`src/sv/lcm_pkg.sv`:
```
// Shared types and constants for the LED channel mix and PWM duty block.
package lcm_pkg;

   localparam int CHAN_W      = 3;
   localparam int LEVEL_W     = 8;
   localparam int PERIOD_W    = 24;
   localparam int CSR_INDEX_W = 2;
   localparam int CSR_DATA_W  = 24;

   localparam logic [CSR_INDEX_W-1:0] CSR_MIX_MODE   = 2'd0;
   localparam logic [CSR_INDEX_W-1:0] CSR_PWM_PERIOD = 2'd1;

   localparam logic [PERIOD_W-1:0] PERIOD_RESET = 24'd65535;
   localparam logic [LEVEL_W-1:0]  FULL         = 8'd255;

   // x / 255 by reciprocal: exact for 16-bit and 32-bit dividends
   localparam logic [15:0] DIV255_M16 = 16'h8081;
   localparam int          DIV255_S16 = 23;
   localparam logic [31:0] DIV255_M32 = 32'h8080_8081;
   localparam int          DIV255_S32 = 39;

   typedef enum logic [2:0] {
      MODE_SINGLE = 3'd0,
      MODE_ALL    = 3'd1,
      MODE_COLD   = 3'd2,
      MODE_WARM   = 3'd3,
      MODE_TINT   = 3'd4,
      MODE_SEQ    = 3'd5
   } mix_mode_type;

   localparam mix_mode_type MIX_MODE_RESET = MODE_ALL;

   typedef enum logic [1:0] {
      WK_ZERO,
      WK_FULL,
      WK_VALUE,
      WK_SEQ
   } weight_kind_type;

   typedef struct packed {
      logic [CHAN_W-1:0] ch;
      logic              last;
   } tag_type;

   typedef struct packed {
      logic [LEVEL_W-1:0] level;
      tag_type            tag;
   } item_type;

   typedef struct packed {
      logic [LEVEL_W-1:0] level;
      logic [LEVEL_W-1:0] weight;
      logic               direct;
      tag_type            tag;
   } weight_word_type;

endpackage

```
`src/sv/lcm_issue.sv`:
```
// Channel sequencer: takes a level word and issues one entry per channel.
module lcm_issue import lcm_pkg::*; #(
   parameter int CHANNELS = 2
) (
   input  logic               clock,
   input  logic               reset,
   input  logic               start,
   input  logic [LEVEL_W-1:0] level,
   output logic               busy,
   output logic               out_valid,
   output item_type           out_item
);

   localparam logic [CHAN_W-1:0] LAST_CH = CHAN_W'(CHANNELS - 1);

   logic               busy_ff, busy_in;
   logic [CHAN_W-1:0]  next_ch_ff, next_ch_in;
   logic [LEVEL_W-1:0] hold_ff, hold_in;
   logic               valid_ff, valid_in;
   item_type           item_ff, item_in;
   logic               accept;

   assign accept = start && !busy_ff;

   always_comb begin
      busy_in    = busy_ff;
      next_ch_in = next_ch_ff;
      hold_in    = hold_ff;
      valid_in   = 1'b0;
      item_in    = item_ff;
      if (accept) begin
         valid_in         = 1'b1;
         item_in.level    = level;
         item_in.tag.ch   = '0;
         item_in.tag.last = (CHANNELS == 1);
         hold_in          = level;
         busy_in          = (CHANNELS > 1);
         next_ch_in       = CHAN_W'(1);
      end else if (busy_ff) begin
         valid_in         = 1'b1;
         item_in.level    = hold_ff;
         item_in.tag.ch   = next_ch_ff;
         item_in.tag.last = (next_ch_ff == LAST_CH);
         // drop busy once the final channel goes out
         busy_in          = (next_ch_ff != LAST_CH);
         next_ch_in       = next_ch_ff + CHAN_W'(1);
      end
   end

   always_ff @(posedge clock) begin
      if (reset) begin
         busy_ff    <= 1'b0;
         next_ch_ff <= '0;
         valid_ff   <= 1'b0;
      end else begin
         busy_ff    <= busy_in;
         next_ch_ff <= next_ch_in;
         valid_ff   <= valid_in;
      end
      hold_ff <= hold_in;
      item_ff <= item_in;
   end

   assign busy      = busy_ff;
   assign out_valid = valid_ff;
   assign out_item  = item_ff;

endmodule

```
`src/sv/lcm_weight.sv`:
```
// Weight pipeline: picks each channel's weight from the mix mode, three stages.
module lcm_weight import lcm_pkg::*; #(
   parameter int CHANNELS = 2
) (
   input  logic            clock,
   input  logic            reset,
   input  logic            in_valid,
   input  item_type        in_item,
   input  mix_mode_type    mode,
   output logic            out_valid,
   output weight_word_type out_word
);

   localparam int SLICE   = 255 / CHANNELS;
   localparam int RECIP_W = 25;
   localparam int PROD_W  = 16 + RECIP_W;
   // ceil(2^24 / SLICE): exact quotient for any 16-bit dividend
   localparam logic [RECIP_W-1:0] RECIP   = RECIP_W'(((2 ** 24) + SLICE - 1) / SLICE);
   localparam logic [8:0]         SLICE_9 = 9'(SLICE);

   // stage B: mode decode and ramp numerator
   logic [8:0]         start_pos, stop_pos, level_9;
   logic [LEVEL_W-1:0] diff;
   weight_kind_type    kind;
   logic [LEVEL_W-1:0] value;
   logic               direct;

   logic               b_valid_ff;
   weight_kind_type    b_kind_ff;
   logic [LEVEL_W-1:0] b_value_ff, b_level_ff;
   logic [15:0]        b_prod_ff, b_prod_in;
   logic               b_direct_ff;
   tag_type            b_tag_ff;

   // stage C: reciprocal product
   logic               c_valid_ff;
   weight_kind_type    c_kind_ff;
   logic [LEVEL_W-1:0] c_value_ff, c_level_ff;
   logic [PROD_W-1:0]  c_prod_ff, c_prod_in;
   logic               c_direct_ff;
   tag_type            c_tag_ff;

   // stage D: weight select
   logic               d_valid_ff;
   weight_word_type    d_word_ff, d_word_in;

   always_comb begin
      start_pos = 9'(in_item.tag.ch) * SLICE_9;
      stop_pos  = start_pos + SLICE_9;
      level_9   = {1'b0, in_item.level};
      diff      = in_item.level - start_pos[LEVEL_W-1:0];
      b_prod_in = {diff, 8'd0} - {8'd0, diff};
      value     = '0;
      direct    = (mode == MODE_TINT) && (CHANNELS >= 2);
      case (mode)
         MODE_ALL: kind = WK_FULL;
         MODE_WARM: begin
            if (CHANNELS > 1) kind = (in_item.tag.ch == CHAN_W'(1)) ? WK_FULL : WK_ZERO;
            else kind = (in_item.tag.ch == '0) ? WK_FULL : WK_ZERO;
         end
         MODE_TINT: begin
            if (CHANNELS >= 2) begin
               if (in_item.tag.ch == '0) begin
                  kind  = WK_VALUE;
                  value = in_item.level;
               end else if (in_item.tag.ch == CHAN_W'(1)) begin
                  kind  = WK_VALUE;
                  value = FULL - in_item.level;
               end else begin
                  kind = WK_ZERO;
               end
            end else begin
               kind = (in_item.tag.ch == '0) ? WK_FULL : WK_ZERO;
            end
         end
         MODE_SEQ: begin
            if (level_9 <= start_pos) kind = WK_ZERO;
            else if (level_9 >= stop_pos) kind = WK_FULL;
            else kind = WK_SEQ;
         end
         default: kind = (in_item.tag.ch == '0) ? WK_FULL : WK_ZERO;
      endcase
   end

   assign c_prod_in = PROD_W'(b_prod_ff) * PROD_W'(RECIP);

   always_comb begin
      d_word_in.level  = c_level_ff;
      d_word_in.direct = c_direct_ff;
      d_word_in.tag    = c_tag_ff;
      case (c_kind_ff)
         WK_ZERO:  d_word_in.weight = '0;
         WK_FULL:  d_word_in.weight = FULL;
         WK_VALUE: d_word_in.weight = c_value_ff;
         WK_SEQ:   d_word_in.weight = c_prod_ff[24 +: LEVEL_W];
         default:  d_word_in.weight = '0;
      endcase
   end

   always_ff @(posedge clock) begin
      if (reset) begin
         b_valid_ff <= 1'b0;
         c_valid_ff <= 1'b0;
         d_valid_ff <= 1'b0;
      end else begin
         b_valid_ff <= in_valid;
         c_valid_ff <= b_valid_ff;
         d_valid_ff <= c_valid_ff;
      end
      b_kind_ff   <= kind;
      b_value_ff  <= value;
      b_level_ff  <= in_item.level;
      b_prod_ff   <= b_prod_in;
      b_direct_ff <= direct;
      b_tag_ff    <= in_item.tag;
      c_kind_ff   <= b_kind_ff;
      c_value_ff  <= b_value_ff;
      c_level_ff  <= b_level_ff;
      c_prod_ff   <= c_prod_in;
      c_direct_ff <= b_direct_ff;
      c_tag_ff    <= b_tag_ff;
      d_word_ff   <= d_word_in;
   end

   assign out_valid = d_valid_ff;
   assign out_word  = d_word_ff;

endmodule

```
`src/sv/lcm_pulse.sv`:
```
// Pulse pipeline: channel level and pulse width, each divide by 255 by reciprocal.
module lcm_pulse import lcm_pkg::*; (
   input  logic                clock,
   input  logic                reset,
   input  logic                in_valid,
   input  weight_word_type     in_word,
   input  logic [PERIOD_W-1:0] period,
   output logic                out_strobe,
   output logic [CHAN_W-1:0]   out_channel,
   output logic [PERIOD_W-1:0] out_pulse,
   output logic                out_last
);

   // stage E: level times weight
   logic               e_valid_ff;
   logic [15:0]        e_prod_ff, e_prod_in;
   logic [LEVEL_W-1:0] e_weight_ff;
   logic               e_direct_ff;
   tag_type            e_tag_ff;

   // stage F: reciprocal product for the channel level
   logic               f_valid_ff;
   logic [31:0]        f_prod_ff, f_prod_in;
   logic [LEVEL_W-1:0] f_weight_ff;
   logic               f_direct_ff;
   tag_type            f_tag_ff;

   // stage G: period times channel level
   logic               g_valid_ff;
   logic [LEVEL_W-1:0] chan_level;
   logic [31:0]        g_prod_ff, g_prod_in;
   tag_type            g_tag_ff;

   // stage H: reciprocal product for the pulse
   logic               h_valid_ff;
   logic [63:0]        h_prod_ff, h_prod_in;
   tag_type            h_tag_ff;

   // output register
   logic                strobe_ff;
   logic [CHAN_W-1:0]   channel_ff;
   logic [PERIOD_W-1:0] pulse_ff, pulse_in;
   logic                last_ff;

   assign e_prod_in  = 16'(in_word.level) * 16'(in_word.weight);
   assign f_prod_in  = 32'(e_prod_ff) * 32'(DIV255_M16);
   assign chan_level = f_direct_ff ? f_weight_ff : LEVEL_W'(f_prod_ff >> DIV255_S16);
   assign g_prod_in  = 32'(period) * 32'(chan_level);
   assign h_prod_in  = 64'(g_prod_ff) * 64'(DIV255_M32);
   assign pulse_in   = PERIOD_W'(h_prod_ff >> DIV255_S32);

   always_ff @(posedge clock) begin
      if (reset) begin
         e_valid_ff <= 1'b0;
         f_valid_ff <= 1'b0;
         g_valid_ff <= 1'b0;
         h_valid_ff <= 1'b0;
         strobe_ff  <= 1'b0;
      end else begin
         e_valid_ff <= in_valid;
         f_valid_ff <= e_valid_ff;
         g_valid_ff <= f_valid_ff;
         h_valid_ff <= g_valid_ff;
         strobe_ff  <= h_valid_ff;
      end
      e_prod_ff   <= e_prod_in;
      e_weight_ff <= in_word.weight;
      e_direct_ff <= in_word.direct;
      e_tag_ff    <= in_word.tag;
      f_prod_ff   <= f_prod_in;
      f_weight_ff <= e_weight_ff;
      f_direct_ff <= e_direct_ff;
      f_tag_ff    <= e_tag_ff;
      g_prod_ff   <= g_prod_in;
      g_tag_ff    <= f_tag_ff;
      h_prod_ff   <= h_prod_in;
      h_tag_ff    <= g_tag_ff;
      pulse_ff    <= pulse_in;
      channel_ff  <= h_tag_ff.ch;
      last_ff     <= h_tag_ff.last;
   end

   assign out_strobe  = strobe_ff;
   assign out_channel = channel_ff;
   assign out_pulse   = pulse_ff;
   assign out_last    = last_ff;

endmodule

```
`src/sv/led_channel_mix_pwm_duty.sv`:
```
// Top level of the LED channel mix and PWM duty block: registers and pipeline.
//
//   channel   ports                                   handshake
//   -------   -------------------------------------   ----------------------------
//   request   start, busy, req_level                  taken when start && !busy
//   response  rsp_strobe, rsp_channel, rsp_pulse,     one cycle per word, no stall
//             rsp_last
//   config    csr_valid, csr_ready, csr_index,        written when valid && ready
//             csr_data
//
// Each level word yields CHANNELS response words on consecutive cycles; busy stays
// high after accept until the channel sequencer, issuing one channel per cycle,
// has sent the last channel, so a new word is not taken while the previous one is
// still being issued. The first response word reaches the ports through the issue
// register, stages B to H and the output register (eight-stage pipeline plus output
// register). Reset clears the valid bits and the sequencer and sets the registers
// (mix_mode 1, pwm_period 65535). The pipeline never stalls; csr_ready is always high.
module led_channel_mix_pwm_duty import lcm_pkg::*; #(
   parameter int CHANNELS = 2
) (
   input  logic                   clock,
   input  logic                   reset,
   input  logic                   start,
   output logic                   busy,
   input  logic [LEVEL_W-1:0]     req_level,
   output logic                   rsp_strobe,
   output logic [CHAN_W-1:0]      rsp_channel,
   output logic [PERIOD_W-1:0]    rsp_pulse,
   output logic                   rsp_last,
   input  logic                   csr_valid,
   output logic                   csr_ready,
   input  logic [CSR_INDEX_W-1:0] csr_index,
   input  logic [CSR_DATA_W-1:0]  csr_data
);

   mix_mode_type        mix_mode_ff, mix_mode_in;
   logic [PERIOD_W-1:0] pwm_period_ff, pwm_period_in;

   logic            item_valid;
   item_type        item;
   logic            word_valid;
   weight_word_type word;

   assign csr_ready = 1'b1;

   always_comb begin
      mix_mode_in   = mix_mode_ff;
      pwm_period_in = pwm_period_ff;
      if (csr_valid && csr_ready) begin
         case (csr_index)
            CSR_MIX_MODE:   mix_mode_in   = mix_mode_type'(csr_data[2:0]);
            CSR_PWM_PERIOD: pwm_period_in = csr_data[PERIOD_W-1:0];
            default: ;
         endcase
      end
   end

   always_ff @(posedge clock) begin
      if (reset) begin
         mix_mode_ff   <= MIX_MODE_RESET;
         pwm_period_ff <= PERIOD_RESET;
      end else begin
         mix_mode_ff   <= mix_mode_in;
         pwm_period_ff <= pwm_period_in;
      end
   end

   lcm_issue #(
      .CHANNELS (CHANNELS)
   ) u_issue (
      .clock     (clock),
      .reset     (reset),
      .start     (start),
      .level     (req_level),
      .busy      (busy),
      .out_valid (item_valid),
      .out_item  (item)
   );

   lcm_weight #(
      .CHANNELS (CHANNELS)
   ) u_weight (
      .clock     (clock),
      .reset     (reset),
      .in_valid  (item_valid),
      .in_item   (item),
      .mode      (mix_mode_ff),
      .out_valid (word_valid),
      .out_word  (word)
   );

   lcm_pulse u_pulse (
      .clock       (clock),
      .reset       (reset),
      .in_valid    (word_valid),
      .in_word     (word),
      .period      (pwm_period_ff),
      .out_strobe  (rsp_strobe),
      .out_channel (rsp_channel),
      .out_pulse   (rsp_pulse),
      .out_last    (rsp_last)
   );

endmodule
```
`config.mk`:
```
export PLATFORM = sky130hd
export DESIGN_NAME = led_channel_mix_pwm_duty
export DESIGN_NICKNAME = d
export VERILOG_FILES = /design/src/sv/lcm_pkg.sv /design/src/sv/lcm_issue.sv /design/src/sv/lcm_weight.sv /design/src/sv/lcm_pulse.sv /design/src/sv/led_channel_mix_pwm_duty.sv
export SDC_FILE = /design/constraint.sdc
export NUM_CORES = 1
export LEC_CHECK = 0
export ABC_CLOCK_PERIOD_IN_PS = 5900
export BUFFER_PORTS_ARGS = -buffer_cell sky130_fd_sc_hd__buf_2
export CAP_MARGIN = 15
export CORE_ASPECT_RATIO = 0.5
export CORE_UTILIZATION = 58
export CTS_CLUSTER_DIAMETER = 60
export DETAILED_ROUTE_END_ITERATION = 10
export PLACE_DENSITY = 0.77
export SLEW_MARGIN = 10
export SYNTH_ARGS = -nofsm -noshare
export SYNTH_HDL_FRONTEND = slang
export SYNTH_SLANG_ARGS = --single-unit
```
`constraint.sdc`:
```
create_clock -name clock -period 5.9 [get_ports clock]
set_input_delay 0.885 -clock clock [delete_from_list [all_inputs] [get_ports clock]]
set_output_delay 0.885 -clock clock [all_outputs]
set_load 0.02 [all_outputs]
```
==> metrics.txt <==
status=finished clean; f_max=around 180 MHz; die area=around 0.044 mm2; global-route wire length before repair=84460 um; hold buffer count at cts=0; final setup margin=approximately 0.32 ns; top-level port count=around 70; clock root cell=sky130_fd_sc_hd__clkbuf_16; detailed-route vias per instance=roughly 5.3; final weighted congestion in routability-driven placement=about 0.92; gate count of the mapped netlist=2562; Post-Synthesis Mean Instance Area=between 9 and 10 um2; number of pins with negative max-slew slack in the final report=0; number of levels in the clock H-tree=1; CTS tree=done; unrepaired setup endpoints after global routing=no; Async SR Flop Fraction=0%; distinct cell type count after synthesis=75; placement row count=53; top cells by count, synth=sky130_fd_sc_hd__ha_1, sky130_fd_sc_hd__inv_1, sky130_fd_sc_hd__dfxtp_1, sky130_fd_sc_hd__fa_1, sky130_fd_sc_hd__and2_1; post-synth top area share=26.20%; area of the core region=~0.042 mm2; cell types occupying the most area after synthesis=sky130_fd_sc_hd__ha_1, sky130_fd_sc_hd__dfxtp_1, sky130_fd_sc_hd__fa_1; total routing usage reported by global routing=~23%; routed length per placed instance=~16 um; worst setup slack after placement=0.1289 ns; Remaining Overflow, GRT=0; total count of hold-check failures in the final report=0; detailed-route wire length=between 50000 and 60000 um; initial DRC count=between 700 and 800; net count of the finished layout=3428; via total after detailed routing=around 17000; crit-path max FO=24; count of input and output buffers=between 60 and 70; Clock Latency Late Sink=slightly below 0.6 ns; number of optimization iterations in the first detailed-route pass=5; measured slew at the worst slew-check pin=around 0.9 ns; Die Wd=between 200 and 300 um; EDFF count, synth=16; antenna violations before repair=0; residual antenna-violating net count after detailed routing=0; starting utilization of the core area=roughly three fifths; count of antenna diodes in the layout=0; placed wire-length estimate after detailed placement=about 41000 um; Worst Path Arrival=between 6 and 7 ns; Req. time, crit path=6.38 ns; startpoint types=flop; vias in the first global route=17700; number of register bits inferred by synthesis=slightly below 300; total CTS buffers=28; DRC violations left=0; area overhead of the layout relative to synthesis=8.157%; worst min-delay path category=reg -> reg; register area share after synthesis=a little under a quarter; category of the most critical setup path=reg -> reg; library cell occupying the most area in the post-synthesis netlist=sky130_fd_sc_hd__ha_1; largest net degree at the start of global routing=40; Max clock buf depth=3; Synth Flop Type=sky130_fd_sc_hd__dfxtp_1; number of clock sinks=around 300; Mapped Area=about 0.025 mm2; setup TNS=0 ns; Synth warnings=0; cell area after placement=0.02623 mm2; Final Cycle Share=between 90% and 100%; final critical path time including I/O delays and setup=~5.6 ns; final instance area=approximately 0.027 mm2; final setup violating endpoints=0; most instantiated library cell after synthesis=sky130_fd_sc_hd__ha_1; Worst Clk Skew=between 0.03 and 0.04 ns; clock edge transition at the registers on the reported setup and hold paths=~0.070 ns; number of max-cap violations=0; share of post-route cells with drive strength above 1=5.840%; post-layout utilization of the core=64.27%; Max-Slew Margin vs Limit=38.17%; synthesized netlist net count=approximately 3400; vertical die dimension=roughly 150 um; category of the worst setup path capture point=flop
==> sequential cells by signal (all words and copies together) (netlist names), 12 cells and up <==
register and count:
pwm_period_ff 24, u_issue.out_item 12, u_pulse.e_prod_ff 16, u_pulse.g_prod_ff 32, u_pulse.h_prod_ff 24, u_pulse.out_pulse 24
u_weight.b_prod_ff 16, u_weight.out_word 21
==> path summary, 6_finish.rpt <==
| path | startpoint | endpoint | slack, ns | depth (start not counted) |
|---|---|---|---|---|
| max reg2reg | u_pulse.f_direct_ff$_DFF_P_ | u_pulse.g_prod_ff[28]$_DFF_P_ | 0.32 | 18 |
| max | u_pulse.f_direct_ff$_DFF_P_ | u_pulse.g_prod_ff[28]$_DFF_P_ | 0.32 | 18 |
| min reg2reg | u_weight.c_level_ff[4]$_DFF_P_ | u_weight.out_word[17]$_DFF_P_ | 0.32 | 0 |
| min | u_weight.c_level_ff[4]$_DFF_P_ | u_weight.out_word[17]$_DFF_P_ | 0.32 | 0 |
==> timing repair <==
item                                    CTS  global route
resized for setup                         0             9
setup buffers                             0             0
endpoints found under the setup margin    0             7
==> area by class of cell <==
class,instances,area [um2]
Clock inverter,17,236.5
Clock buffer,35,779.5
Timing Repair Buffer,83,455.4
Fill cell,3379,15160
Sequential cell,293,6030
Multi-Input combinational cell,1795,17440
Tap cell,577,721.9
Inverter,431,1618
==> cell usage in the layout (no fill, tap or decap), types with 19 or more instances in the layout <==
cell type | Yosys | routed
sky130_fd_sc_hd__ha_1 | 528 | 528
sky130_fd_sc_hd__xnor2_1 | 59 | 59
sky130_fd_sc_hd__a21oi_1 | 102 | 102
sky130_fd_sc_hd__nor2_1 | 106 | 106
sky130_fd_sc_hd__clkbuf_16 | 0 | 30
sky130_fd_sc_hd__a21o_1 | 47 | 47
sky130_fd_sc_hd__dfxtp_1 | 277 | 276
sky130_fd_sc_hd__buf_2 | 0 | 67
sky130_fd_sc_hd__nor2b_1 | 24 | 23
sky130_fd_sc_hd__and2_1 | 185 | 185
sky130_fd_sc_hd__nand4_1 | 19 | 19
sky130_fd_sc_hd__fa_1 | 230 | 230
sky130_fd_sc_hd__inv_1 | 430 | 430
sky130_fd_sc_hd__o21ai_0 | 39 | 38
sky130_fd_sc_hd__nand2_1 | 178 | 178
sky130_fd_sc_hd__xor2_1 | 34 | 34
==> through the flow <==
stage          instances  hold slack [ns]
6_report            3231           0.3235
4_1_cts             3231           0.3250
2_1_floorplan       2562           0.3096
3_3_place_gp        3179           0.3104
3_5_place_dp        3179           0.3121
5_1_grt             3231           0.3313
==> worst max-delay path: stages, from the launching register on <==
cell and delay, ns:
sky130_fd_sc_hd__dfxtp_4 0.42, sky130_fd_sc_hd__mux2_4 0.43, sky130_fd_sc_hd__and2_1 0.22, sky130_fd_sc_hd__fa_1 0.52, sky130_fd_sc_hd__fa_1 0.52, sky130_fd_sc_hd__fa_1 0.55
sky130_fd_sc_hd__inv_1 0.05, sky130_fd_sc_hd__fa_1 0.52, sky130_fd_sc_hd__inv_1 0.04, sky130_fd_sc_hd__ha_1 0.35, sky130_fd_sc_hd__and3_1 0.21, sky130_fd_sc_hd__nand2_1 0.10
sky130_fd_sc_hd__nor2_1 0.12, sky130_fd_sc_hd__o2bb2ai_1 0.13, sky130_fd_sc_hd__a41oi_1 0.08, sky130_fd_sc_hd__o21ai_1 0.30, sky130_fd_sc_hd__a41oi_1 0.25, sky130_fd_sc_hd__or4b_1 0.55
sky130_fd_sc_hd__o2111ai_1 0.11
==> routing by layer <==
| layer | global-route usage (%) | vias up | part of all wire [%] | routed length [um] |
|---|---|---|---|---|
| li1 | - | 8560 | - | - |
| met1 | 29.96 | 8327 | 46 | 23180 |
| met2 | 40.42 | 295 | 47 | 23990 |
| met3 | 3.688 | 85 | 4.0 | 1998 |
| met4 | 6.727 | 0 | 2.7 | 1372 |
| met5 | 0 | - | 0 | 0 |
==> kinds of logic (layout without fill, tap and decap cells) <==
kind of cell             after synthesis  count (layout)  synth area share (%)
AO/OA/AOI/OAI                        320             320                 8.489
AND/OR/NAND/NOR                      612             612                 12.37
buffers and inverters                474             566                 7.070
flip-flops                           293             293                 23.89
other                                  1               1               0.01487
adder cells (fa/ha/maj)              758             758                 44.45
multiplexers                          11              11                0.4763
XOR/XNOR                              93              93                 3.230
Power is not shown: default switching activity piles up to over one toggle a cycle in this logic, so the estimate is an artifact.
